## config.mk

```make
export PLATFORM = sky130hd
export DESIGN_NAME = rice_encoder_byte_packer_unit
export DESIGN_NICKNAME = d
export VERILOG_FILES = /design/src/hw/rtl/rebp_pkg.sv /design/src/hw/rtl/rebp_ctrl.sv /design/src/hw/rtl/rebp_datapath.sv /design/src/hw/rtl/rice_encoder_byte_packer_unit.sv
export SDC_FILE = /design/constraint.sdc
export NUM_CORES = 1
export LEC_CHECK = 0
export ABC_AREA = 1
export BUFFER_PORTS_ARGS = -buffer_cell sky130_fd_sc_hd__clkbuf_2
export CAP_MARGIN = 30
export CORE_ASPECT_RATIO = 1.5
export CORE_MARGIN = 8
export CORE_UTILIZATION = 57
export DETAILED_ROUTE_END_ITERATION = 8
export HOLD_SLACK_MARGIN = 0.08
export PLACE_DENSITY_LB_ADDON = 0.08
export SYNTH_ARGS = -nofsm -noshare
export SYNTH_HDL_FRONTEND = slang
export SYNTH_SLANG_ARGS = --single-unit
```

## constraint.sdc

```tcl
create_clock -name clk -period 3.84 [get_ports clk]
set_input_delay 0.192 -clock clk [delete_from_list [all_inputs] [get_ports clk]]
set_output_delay 0.192 -clock clk [all_outputs]
set_load 0.02 [all_outputs]
```

## src/hw/rtl/rebp_pkg.sv

```systemverilog
// ---------------------------------------------------------------------------
// rebp_pkg
// Shared types and constants for the Rice encoder / byte packer.
// ---------------------------------------------------------------------------
package rebp_pkg;

  localparam int SYM_W = 8;
  localparam logic [7:0] SYM_MASK = 8'((1 << SYM_W) - 1);
  localparam logic [2:0] RICE_K_RESET = 3'd4;

  typedef enum logic [1:0] {
    ST_IDLE,
    ST_ZEROS,
    ST_TAIL,
    ST_FLUSH
  } state_t;

  typedef struct packed {
    logic load;
    logic step_zero;
    logic step_tail;
    logic step_flush;
  } cmd_t;

  typedef struct packed {
    logic slot_free;
    logic zero_fin;
    logic tail_fin;
    logic flush_go;
  } sts_t;

endpackage

```

## src/hw/rtl/rebp_ctrl.sv

```systemverilog
// ---------------------------------------------------------------------------
// rebp_ctrl
// Sequencer: load, zero run, tail bits, optional padded flush byte.
// ---------------------------------------------------------------------------
module rebp_ctrl import rebp_pkg::*; (
  input  logic   clk,
  input  logic   rst,
  input  logic   in_valid,
  output logic   in_ready,
  input  sts_t   sts,
  output cmd_t   cmd
);

  state_t state;
  state_t state_next;

  always_ff @(posedge clk) begin
    if (rst) begin
      state <= ST_IDLE;
    end else begin
      state <= state_next;
    end
  end

  always_comb begin
    state_next = state;
    case (state)
      ST_IDLE: begin
        if (in_valid) state_next = ST_ZEROS;
      end
      ST_ZEROS: begin
        if (sts.slot_free && sts.zero_fin) state_next = ST_TAIL;
      end
      ST_TAIL: begin
        if (sts.slot_free && sts.tail_fin) begin
          state_next = sts.flush_go ? ST_FLUSH : ST_IDLE;
        end
      end
      ST_FLUSH: begin
        if (sts.slot_free) state_next = ST_IDLE;
      end
      default: state_next = ST_IDLE;
    endcase
  end

  // every step waits for the output slot, whether or not it fills a byte
  always_comb begin
    in_ready       = 1'b0;
    cmd            = '0;
    case (state)
      ST_IDLE: begin
        in_ready = 1'b1;
        cmd.load = in_valid;
      end
      ST_ZEROS: cmd.step_zero  = sts.slot_free;
      ST_TAIL:  cmd.step_tail  = sts.slot_free;
      ST_FLUSH: cmd.step_flush = sts.slot_free;
      default: begin
        in_ready = 1'b0;
      end
    endcase
  end

endmodule

```

## src/hw/rtl/rebp_datapath.sv

```systemverilog
// ---------------------------------------------------------------------------
// rebp_datapath
// Bit accumulator, code counters, k register and output byte register.
// ---------------------------------------------------------------------------
module rebp_datapath import rebp_pkg::*; (
  input  logic       clk,
  input  logic       rst,
  input  logic       cfg_we,
  input  logic [2:0] cfg_data,
  input  logic [7:0] symbol,
  input  logic       last,
  input  cmd_t       cmd,
  output sts_t       sts,
  output logic       out_valid,
  input  logic       out_ready,
  output logic [7:0] out_byte,
  output logic       last_of_run,
  output logic       padded_end
);

  logic [2:0] rice_k;
  logic [7:0] acc;        // pending bits, right-aligned
  logic [2:0] cnt;
  logic [6:0] zcnt;       // zeros left in the unary part
  logic [7:0] tbits;      // marker + remainder, left-aligned
  logic [3:0] tcnt;
  logic       last_r;
  logic [4:0] rem_bytes;  // bytes still owed for this transaction

  // load path
  logic [2:0] k_eff;
  logic [7:0] sym;
  logic [6:0] q;
  logic [7:0] low_mask;
  logic [7:0] tv;
  logic [7:0] total;
  logic [4:0] nb;

  always_comb begin
    k_eff    = (rice_k == 3'd0) ? 3'd1 : rice_k;
    sym      = symbol & SYM_MASK;
    q        = 7'(sym >> k_eff);
    low_mask = 8'((16'd1 << k_eff) - 16'd1);
    tv       = 8'(16'd1 << k_eff) | (sym & low_mask);
    total    = 8'(cnt) + 8'(q) + 8'(k_eff) + 8'd1;
    nb       = total[7:3] + 5'(last && (total[2:0] != 3'd0));
  end

  // step path
  logic [3:0] space;
  logic       zfin;
  logic       tfin;
  logic [3:0] n_z;
  logic [3:0] n_t;
  logic [3:0] n;
  logic [7:0] tail_in;
  logic [7:0] new_acc;
  logic [3:0] newc;
  logic       full;
  logic [7:0] flush_byte;
  logic       emit;
  logic [7:0] emit_byte;

  always_comb begin
    space      = 4'd8 - {1'b0, cnt};
    zfin       = zcnt <= 7'(space);
    tfin       = tcnt <= space;
    n_z        = zfin ? zcnt[3:0] : space;
    n_t        = tfin ? tcnt : space;
    n          = cmd.step_tail ? n_t : n_z;
    tail_in    = cmd.step_tail ? (tbits >> (4'd8 - n)) : 8'd0;
    new_acc    = (acc << n) | tail_in;
    newc       = {1'b0, cnt} + n;
    full       = newc == 4'd8;
    flush_byte = acc << (4'd8 - {1'b0, cnt});
    emit       = ((cmd.step_zero || cmd.step_tail) && full) || cmd.step_flush;
    emit_byte  = cmd.step_flush ? flush_byte : new_acc;
  end

  always_comb begin
    sts.slot_free = !out_valid || out_ready;
    sts.zero_fin  = zfin;
    sts.tail_fin  = tfin;
    sts.flush_go  = last_r && (({1'b0, cnt} + tcnt) != 4'd8);
  end

  always_ff @(posedge clk) begin
    if (rst) begin
      rice_k <= RICE_K_RESET;
    end else if (cfg_we) begin
      rice_k <= cfg_data;
    end
  end

  always_ff @(posedge clk) begin
    if (rst) begin
      acc <= 8'd0;
      cnt <= 3'd0;
    end else if (cmd.step_flush || ((cmd.step_zero || cmd.step_tail) && full)) begin
      acc <= 8'd0;
      cnt <= 3'd0;
    end else if (cmd.step_zero || cmd.step_tail) begin
      acc <= new_acc;
      cnt <= newc[2:0];
    end
  end

  always_ff @(posedge clk) begin
    if (cmd.load) begin
      zcnt      <= q;
      tbits     <= tv << (3'd7 - k_eff);
      tcnt      <= {1'b0, k_eff} + 4'd1;
      last_r    <= last;
      rem_bytes <= nb;
    end else begin
      if (cmd.step_zero) zcnt <= zcnt - 7'(n_z);
      if (cmd.step_tail) begin
        tbits <= tbits << n_t;
        tcnt  <= tcnt - n_t;
      end
      if (emit) rem_bytes <= rem_bytes - 5'd1;
    end
  end

  always_ff @(posedge clk) begin
    if (rst) begin
      out_valid <= 1'b0;
    end else if (emit) begin
      out_valid <= 1'b1;
    end else if (out_ready) begin
      out_valid <= 1'b0;
    end
  end

  always_ff @(posedge clk) begin
    if (emit) begin
      out_byte    <= emit_byte;
      last_of_run <= rem_bytes == 5'd1;
      padded_end  <= cmd.step_flush;
    end
  end

endmodule

```

## src/hw/rtl/rice_encoder_byte_packer_unit.sv

```systemverilog
// ---------------------------------------------------------------------------
// rice_encoder_byte_packer_unit
// Golomb-Rice encoder (divisor 2^k) with MSB-first byte packing.
// ---------------------------------------------------------------------------
// One symbol at a time. A transaction runs an accept step, then a step for
// each output byte slot touched by the unary zero run, tail steps for the
// marker and remainder bits, and a flush step for the padded end byte when
// last leaves bits pending. The packer adds at most one byte's worth of bits
// per cycle, and each step also waits for the output register to be free.
// rice_k (0 acts as 1) is taken when a symbol is accepted and should be
// written only while idle.
module rice_encoder_byte_packer_unit import rebp_pkg::*; (
  input  logic       clk,
  input  logic       rst,
  input  logic       cfg_we,
  input  logic [2:0] cfg_data,
  input  logic       in_valid,
  output logic       in_ready,
  input  logic [7:0] symbol,
  input  logic       last,
  output logic       out_valid,
  input  logic       out_ready,
  output logic [7:0] out_byte,
  output logic       last_of_run,
  output logic       padded_end
);

  cmd_t cmd;
  sts_t sts;

  rebp_ctrl u_ctrl (
    .clk      (clk),
    .rst      (rst),
    .in_valid (in_valid),
    .in_ready (in_ready),
    .sts      (sts),
    .cmd      (cmd)
  );

  rebp_datapath u_dp (
    .clk         (clk),
    .rst         (rst),
    .cfg_we      (cfg_we),
    .cfg_data    (cfg_data),
    .symbol      (symbol),
    .last        (last),
    .cmd         (cmd),
    .sts         (sts),
    .out_valid   (out_valid),
    .out_ready   (out_ready),
    .out_byte    (out_byte),
    .last_of_run (last_of_run),
    .padded_end  (padded_end)
  );

endmodule

```

==> results.ini, run 1 <==
[run_status]
status = finished clean

[synthesis]
postSynthCellCount = 767
synth_fa_ha_area_share_pct = 10.8
synth-xor-area-share_pct = 2.83
synth_common_cells = nand2_1, inv_1, nand3_1
netlist_area_sq_um = 5270
ys_ff_latch = 52
synth_fp_nets = 826
synth_most_common_cell = nand2_1
async_flop_share_pct = 0
ys_warn_count = 0
synth-edff-count = 35
synth_top_family_by_area = simple AND/OR/NAND/NOR gates
synth_top_area_share_pct = 20.0
synth-compound-area-share_pct = 15.3
yosysTopAreaCell = edfxtp_1
syn-mean-instance-area_sq_um = 6.87
ys_seq_area_share_pct = 26.4
synth_flop_cell = edfxtp_1
synth_area_leaders = edfxtp_1, nand2_1, ha_1
muxShareOfSynthArea_pct = 0.570
yosys.area_share.simple_pct = 33.5
synthDistinctLibCells = 51

[timing]
slew_headroom_pct = 62.7
skew_ns = 0.00623
fmax_mhz = 272
worst_pin_slew_ns = 0.559
period_minus_slack_ns = 3.67
setup_violations = 0
hold_slack_ns = 0.0942
period_share_pct = 95.7
slew_violations = 0
hold_viol = 0
fin_ws_ns = 0.166

[global_routing]
grt_pass1_wl_mm = 24.2
first_global_vias = 5201
antenna_found_initial = 0
grt_max_degree = 20
gr-usage-all-layers_pct = 24.0
overflow = 0

[setup_path]
crit_top_cell = inv_1
worstReg2RegEnd = u_dp.out_byte[3]
path_cells = nor3_2 > inv_1 > ha_4 > inv_1 > o21bai_1 > inv_2 > nand2_4 > nand3_1 > nand3_1 > nand2_2 > ha_1 > fa_1 > xnor2_1 > inv_1 > nor4_2 > nand3_2 > buf_4 > nand2_2
worstReg2RegStart = u_dp.cnt[0]
cp_slowest_cell = fa_1
path_max_fanout = 5
cp.required_ns = 3.85
critPathMaxStageDelay_ns = 0.38
rr_worst_depth = 18
r2r_slack_ns = 0.17
arrival_ns = 3.68
crit_family = simple AND/OR/NAND/NOR gates
crit_buf_inv = 5
end_kind = register
worstSetupStartpointType = register
path_class = register to register

[drt]
ant_nets = 0
drt_iter0_markers = 370
vias = 5351
routed_wl_mm = 14.8
vias_per_cell = 5.80
drc = 0
wire_per_inst_microns = 16.0
firstDrtPassIters = 5

[place]
gp_congestion = 0.972
hpwl_mm = 11.9
port_buffers = 28
pre_cts_ws_ns = 0.0100

[die]
chipHeight_microns = 134
placementRows = 43
die_w_microns = 94.5
io_pins = 29
fp.dieArea_sq_um = 12600
start_util_pct = 57.6
fp.coreArea_sq_um = 9150

[cells_and_area]
nFillCells = 866
drive_gt1_share_pct = 17.0
multiInputGateArea_sq_um = 3380
antenna_cells = 0
nNetsFinal = 869
area_growth_pct = 11.1
seq_area_sq_um = 1390

[clock_network]
insertion_delay_ns = 0.30
clock_sinks = 52
clock_tree.buffer_depth = 2
ctsHtreeMaxLevel = 2
cts_hold_buf = 0
tritoncts = yes
cts_buffers = 5
clk_pin_slew_worst_paths_ns = 0.08
cts_root_buf = clkbuf_16

[min_path]
holdCritPathClass = input port to register
min_from = rst
holdPathEnd = u_dp.rice_k[2]
holdPathStages = 3

[job]
drv_cap = 0

layout by cell type (no fill, tap or decap), types with 8 or more instances in the layout:
cell type | netlist | final
nand2_1 | 195 | 193
inv_1 | 98 | 98
nand3_1 | 89 | 88
o21ai_0 | 64 | 62
nor2_1 | 42 | 42
ha_1 | 36 | 35
edfxtp_1 | 35 | 35
buf_4 | 1 | 31
clkbuf_2 | 0 | 28
a21oi_1 | 21 | 21
nand2_2 | 17 | 19
dfxtp_1 | 17 | 16
nand4_1 | 10 | 10
inv_2 | 10 | 9
xor2_1 | 9 | 9
a31oi_1 | 8 | 8
xnor2_1 | 8 | 8
repair_timing:
item | in CTS | in global routing
gates resized for setup | 0 | 11
endpoints found under the setup margin | 0 | 28
setup buffers | 0 | 2
registers in the layout, summed over array words and instances (netlist names), 2 cells and up:
register,cells
u_ctrl.state,2
u_dp.tcnt,4
u_dp.tbits,8
u_dp.out_byte,8
u_dp.acc,8
u_dp.cnt,3
u_dp.zcnt,7
u_dp.rice_k,3
u_dp.rem_bytes,5
per-layer routing:
metal	vias up	part of all wire (%)	wire, microns	GRT usage [%]
li1	2656	-	-	-
met3	64	3.8	556	2.82
met1	2431	37	5490	24.8
met5	-	0	0	0
met2	200	53	7780	42.7
met4	0	6.5	966	17.7
cell families (layout without fill, tap and decap cells):
logic type / after synthesis / after routing
fa+ha+maj: 42 / 42
flops: 52 / 52
xor+xnor: 17 / 17
simple gates: 385 / 387
buf+inv: 134 / 176
mux: 3 / 3
compound gates: 134 / 134
worst max-delay path by stage:
| stage | from | to | slack [ns] | cells after the start |
|---|---|---|---|---|
| global route | u_dp.cnt[1] | u_dp.out_byte[3] | -0.03 | 18 |
| floorplan | u_dp.cnt[0] | u_dp.last_of_run | 0.04 | 20 |
| detailed placement | u_dp.cnt[0] | u_dp.rem_bytes[4] | 0.01 | 17 |
| finish | u_dp.cnt[0] | u_dp.out_byte[3] | 0.17 | 18 |
| global placement | u_dp.cnt[0] | u_dp.rem_bytes[3] | 0.09 | 17 |
| CTS | u_dp.cnt[0] | u_dp.rem_bytes[0] | 0.0003 | 17 |
final cells by class:
class                   count  area share, %
clock buffers               5           2.14
clock inverters             3          0.406
inverters                 109           7.08
multi-input cells         583           57.8
flip-flops and latches     52           23.8
well taps                 112           2.39
repair buffers             59           6.37
through the flow:
| stage | TNS (ns) | util, % | area [sq um] | cells |
|---|---|---|---|---|
| 6_report | 0 | 64.0 | 5850 | 923 |
| 5_1_grt | -0.173 | 64.0 | 5850 | 923 |
| 4_1_cts | 0 | 63.1 | 5770 | 919 |
| 3_5_place_dp | 0 | 61.5 | 5630 | 911 |
| 3_3_place_gp | 0 | 61.5 | 5630 | 911 |
| 2_1_floorplan | 0 | - | 5270 | 767 |
tightest hold or removal path, cell delays in order:
cell      delay, ns
clkbuf_2       0.09
a21oi_1        0.03
o21ai_0        0.05
Power of run 1 is not shown: default switching activity piles up to over one toggle a cycle in this logic, so the estimate is an artifact.
==> run 2, diff against run 1 <==
--- a/config.mk
+++ b/config.mk
@@ -13,7 +13,7 @@
 export CORE_UTILIZATION = 57
 export DETAILED_ROUTE_END_ITERATION = 8
 export HOLD_SLACK_MARGIN = 0.08
-export PLACE_DENSITY_LB_ADDON = 0.08
+export PLACE_DENSITY = 0.76
 export SYNTH_ARGS = -nofsm -noshare
 export SYNTH_HDL_FRONTEND = slang
 export SYNTH_SLANG_ARGS = --single-unit
==> results.ini, run 2 (synthesis gave the netlist of run 1 again) <==
[run_status]
status = finished clean

[die]
io_pins = 29
fp.coreArea_sq_um = 9150
chipHeight_microns = 134
placementRows = 43
fp.dieArea_sq_um = 12600
die_w_microns = 94.5
start_util_pct = 57.6

[cells_and_area]
antenna_cells = 0
reg_top3 = u_dp.acc (8), u_dp.out_byte (8), u_dp.tbits (8)
area_growth_pct = 12.0
layout_commonest_cell = nand2_1
nNetsFinal = 871
drive_gt1_share_pct = 17.8
final_area_sq_um = 5900
final_core_util_pct = 64.5
final_cell_mix = nand2_1, inv_1, nand3_1

[drt]
drc = 0
firstDrtPassIters = 5
routed_wl_mm = 14.8
vias = 5408
drt_iter0_markers = 323
wire_per_inst_microns = 15.9
ant_nets = 0
vias_per_cell = 5.85

[global_routing]
grt_pass1_wl_mm = 23.8
gr-usage-all-layers_pct = 23.5
overflow = 0
grt_max_degree = 20
antenna_found_initial = 0
first_global_vias = 5169

[clock_network]
ctsHtreeMaxLevel = 2
insertion_delay_ns = 0.30
clock_tree.buffer_depth = 2
clock_sinks = 52
cts_root_buf = clkbuf_16
cts_hold_buf = 0
tritoncts = yes
cts_buffers = 5
clk_pin_slew_worst_paths_ns = 0.08

[timing]
setup_violations = 0
slew_violations = 0
worst_pin_slew_ns = 0.553
period_minus_slack_ns = 3.73
period_share_pct = 97.1
fmax_mhz = 268
slew_headroom_pct = 63.0
hold_viol = 0
skew_ns = 0.00675

[setup_path]
path_class = register to register
path_max_fanout = 12
arrival_ns = 3.73
cp.required_ns = 3.84
worstSetupStartpointType = register
end_kind = register

[place]
hpwl_mm = 11.9
gp_congestion = 0.950
dpl_cell_area_sq_um = 5620
port_buffers = 28

[job]
drv_cap = 0

[min_path]
holdCritPathClass = input port to register

[run 2: changes by cell type in the layout (fill, tap and decap cells not counted), moves of 2 or more]
cell and delta:
o21ai_1 -2, inv_4 -2, o21ai_2 +3, nand2_2 -2, buf_4 +3
[run 2: routing by layer]
layer  global-route usage, %  part of all wire [%]  vias up
met5                       0                     0        -
met4                    16.9                   6.8        0
met3                    3.43                   4.8       73
met2                    42.3                    52      208
met1                    23.5                    36     2473
li1                        -                     -     2654
[run 2: repair_timing]
action / in CTS / in global routing
gates resized for setup: 0 / 17
endpoints found under the setup margin: 0 / 31
setup buffers: 0 / 6
[run 2: final cells by class]
cell class              count  area [sq um]
clock buffers               6           150
well taps                 112           140
clock inverters             2          16.3
multi-input cells         582          3390
fillers                   836          3250
repair buffers             62           395
inverters                 109           414
flip-flops and latches     52          1390
[run 2: metrics by stage]
stage / hold slack (ns) / std cells / setup TNS [ns] / setup WS [ns]
2_1_floorplan: 0.291 / 767 / 0 / 0.0447
3_3_place_gp: 0.400 / 910 / 0 / 0.154
3_5_place_dp: 0.412 / 910 / 0 / 0.0323
4_1_cts: 0.102 / 918 / 0 / 0.0193
5_1_grt: 0.102 / 925 / -1.39 / -0.0767
6_report: 0.106 / 925 / 0 / 0.113
[run 2: worst paths after layout]
| kind | startpoint | end | slack (ns) | cells past startpoint |
|---|---|---|---|---|
| worst max-delay path | u_dp.cnt[1] | u_dp.out_byte[2] | 0.11 | 18 |
| worst min-delay path | last | u_dp.last_r | 0.11 | 1 |
| worst max register to register | u_dp.cnt[1] | u_dp.out_byte[2] | 0.11 | 18 |
| worst min register to register | u_dp.rem_bytes[4] | u_dp.last_of_run | 0.61 | 1 |
[run 2: critical path: stages, from the launching register on]
cell	delay (ns)
dfxtp_1	0.42
inv_1	0.10
ha_1	0.33
buf_4	0.20
nand2_1	0.07
and3_1	0.16
nand4_2	0.16
nand2_4	0.13
nand2_1	0.07
nand3_1	0.14
nand2_2	0.07
ha_1	0.21
fa_1	0.41
xnor2_2	0.20
inv_1	0.07
nor4_2	0.26
nand3_2	0.10
buf_4	0.18
nand2_4	0.14
Power of run 2 is left out for the same reason.
==> run 3, diff against run 2 <==
--- a/config.mk
+++ b/config.mk
@@ -16,4 +16,6 @@
 export PLACE_DENSITY = 0.76
 export SYNTH_ARGS = -nofsm -noshare
 export SYNTH_HDL_FRONTEND = slang
+export SYNTH_HIERARCHICAL = 1
 export SYNTH_SLANG_ARGS = --single-unit
+export TNS_END_PERCENT = 30
==> results.ini, run 3 <==
[run_status]
status = finished clean

[setup_path]
path_max_fanout = 13
cp_slowest_cell = fa_1
cp.depth = 19
arrival_ns = 3.68
crit_family = simple AND/OR/NAND/NOR gates
crit_buf_inv = 4
worstSetupStartpointType = register
end_kind = register
rr_worst_depth = 19
cp.required_ns = 3.83
crit_top_cell = nand2_2
critPathMaxStageDelay_ns = 0.43
path_class = register to register
critPathCapture = u_dp/rem_bytes[0]
startpoint = u_dp/cnt[0]
path_cells = inv_1 > ha_2 > buf_4 > o21ai_0 > nand4_1 > nand2_2 > nand2_4 > nand2_2 > nand3_2 > nand2_2 > inv_2 > ha_1 > fa_1 > or2_2 > nor3_2 > nand2_1 > nand2_2 > inv_2 > nand2_2
worstReg2RegStart = u_dp/cnt[0]
worstReg2RegEnd = u_dp/rem_bytes[0]
r2r_slack_ns = 0.15

[place]
dpl_cell_area_sq_um = 5430
port_buffers = 28
gp_congestion = 0.963
hpwl_mm = 11.6

[global_routing]
overflow = 0
antenna_found_initial = 0
gr-usage-all-layers_pct = 24.0
met3_usage_pct = 3.25
met2_usage_pct = 44.7
first_global_vias = 5073
grt-busiest-layer = met2
grt_pass1_wl_mm = 23.9
met1_usage_pct = 23.5
grt_max_degree = 24

[clock_network]
tritoncts = yes
cts_root_buf = clkbuf_16
clock_sinks = 52
cts_buffers = 5
clk_pin_slew_worst_paths_ns = 0.07
ctsHtreeMaxLevel = 2
cts_hold_buf = 0
insertion_delay_ns = 0.30
clock_tree.buffer_depth = 2

[cells_and_area]
antenna_cells = 0
layout_commonest_cell = nand2_1
drive_gt1_share_pct = 17.1
final_area_sq_um = 5660
nNetsFinal = 836
reg_top3 = u_dp/acc (8), u_dp/out_byte (8), u_dp/tbits (8)
area_growth_pct = 10.4
final_cell_mix = nand2_1, nand3_1, inv_1

[timing]
setup_violations = 0
final.setup.tns_ns = 0
slew_headroom_pct = 63.1
worst_pin_slew_ns = 0.550
hold_viol = 0
fmax_mhz = 271
skew_ns = 0.00622
period_minus_slack_ns = 3.69
period_share_pct = 96.1
slew_violations = 0

[synthesis]
synth_top_area_share_pct = 20.5
ys_seq_area_share_pct = 27.1
ys_warn_count = 6
ys_ff_latch = 52
syn-mean-instance-area_sq_um = 6.88
synth_area_leaders = edfxtp_1, nand2_1, nand3_1
netlist_area_sq_um = 5130
synthDistinctLibCells = 51
synth_most_common_cell = nand2_1
synth-edff-count = 35
synth_fp_nets = 800
async_flop_share_pct = 0
synth_common_cells = nand2_1, nand3_1, inv_1
postSynthCellCount = 745
synth_flop_cell = edfxtp_1
yosysTopAreaCell = edfxtp_1

[die]
chipHeight_microns = 132
fp.dieArea_sq_um = 12300
die_w_microns = 93.4
start_util_pct = 58.4
fp.coreArea_sq_um = 8780
placementRows = 42
io_pins = 29

[drt]
wire_per_inst_microns = 16.3
ant_nets = 0
vias = 5239
vias_per_cell = 5.87
firstDrtPassIters = 6
drc = 0
routed_wl_mm = 14.5
drt_iter0_markers = 317

[job]
drv_cap = 0

[min_path]
holdCritPathClass = input port to register

## run 3: cell types whose count changed after synthesis, sizes merged, moves of 5 or more
cell   previous run  this run
a21oi            28        21
o21ai            70        57
nor2             48        59
ha               36        31
nand2           216       208
a31oi             8         3
inv             109        98
nor3              8        13
## run 3: final cells by class
class                      instances  area, sq um
timing repair buffer              53          328
multi-input combinational        567         3270
inverter                         102          383
clock inverter                     2         13.8
clock buffer                       6          129
fill                             803         3120
tap                              110          138
sequential                        52         1400
## run 3: how the worst min path moves through the flow
stage          cells past startpoint  start     endpoint  slack, ns
4_1_cts                            1   last  u_dp/last_r       0.08
5_1_grt                            1   last  u_dp/last_r       0.09
6_report                           1   last  u_dp/last_r       0.09
2_1_floorplan                      0   last  u_dp/last_r       0.29
3_3_place_gp                       1   last  u_dp/last_r       0.40
3_5_place_dp                       1   last  u_dp/last_r       0.40
## run 3: cells by family (layout without fill, tap and decap cells)
logic type	after synthesis	after routing	share of synthesized area (%)
AND/OR/NAND/NOR	397	397	35.9
AO/OA/AOI/OAI	114	114	13.2
flip-flops	52	52	27.1
other	1	1	0.0732
buffers and inverters	126	163	10.4
adder cells (fa/ha/maj)	38	38	10.3
XOR/XNOR	15	15	2.56
multiplexers	2	2	0.391
## run 3: layer usage
layer | part of all wire (%) | vias up
li1 | - | 2544
met1 | 35 | 2376
met2 | 53 | 253
met3 | 5.5 | 66
met4 | 6.4 | 0
met5 | 0 | -
## run 3: metrics by stage
step	instances	setup WS, ns	hold slack, ns	utilization (%)
floorplan	745	0.0465	0.291	-
global placement	882	0.0553	0.403	61.9
detailed placement	882	-0.00573	0.395	61.9
CTS	890	0.00614	0.0850	63.6
global route	892	-0.0383	0.0949	64.5
finish	892	0.149	0.0914	64.5
## run 3: worst register-to-register path, stage by stage, from the launching register on
cell and delay [ns]:
dfxtp_2 0.39, inv_1 0.08, ha_2 0.33, buf_4 0.20
o21ai_0 0.17, nand4_1 0.15, nand2_2 0.15, nand2_4 0.09
nand2_2 0.07, nand3_2 0.08, nand2_2 0.09, inv_2 0.05
ha_1 0.21, fa_1 0.43, or2_2 0.32, nor3_2 0.15
nand2_1 0.10, nand2_2 0.08, inv_2 0.10, nand2_2 0.14
## run 3: repair_timing
action,CTS,global route
endpoints found under the setup margin,1,30
resized for setup,1,18
gates cloned,0,0
pin swaps,0,3
buffers inserted,0,2
Power of run 3 is left out for the same reason.
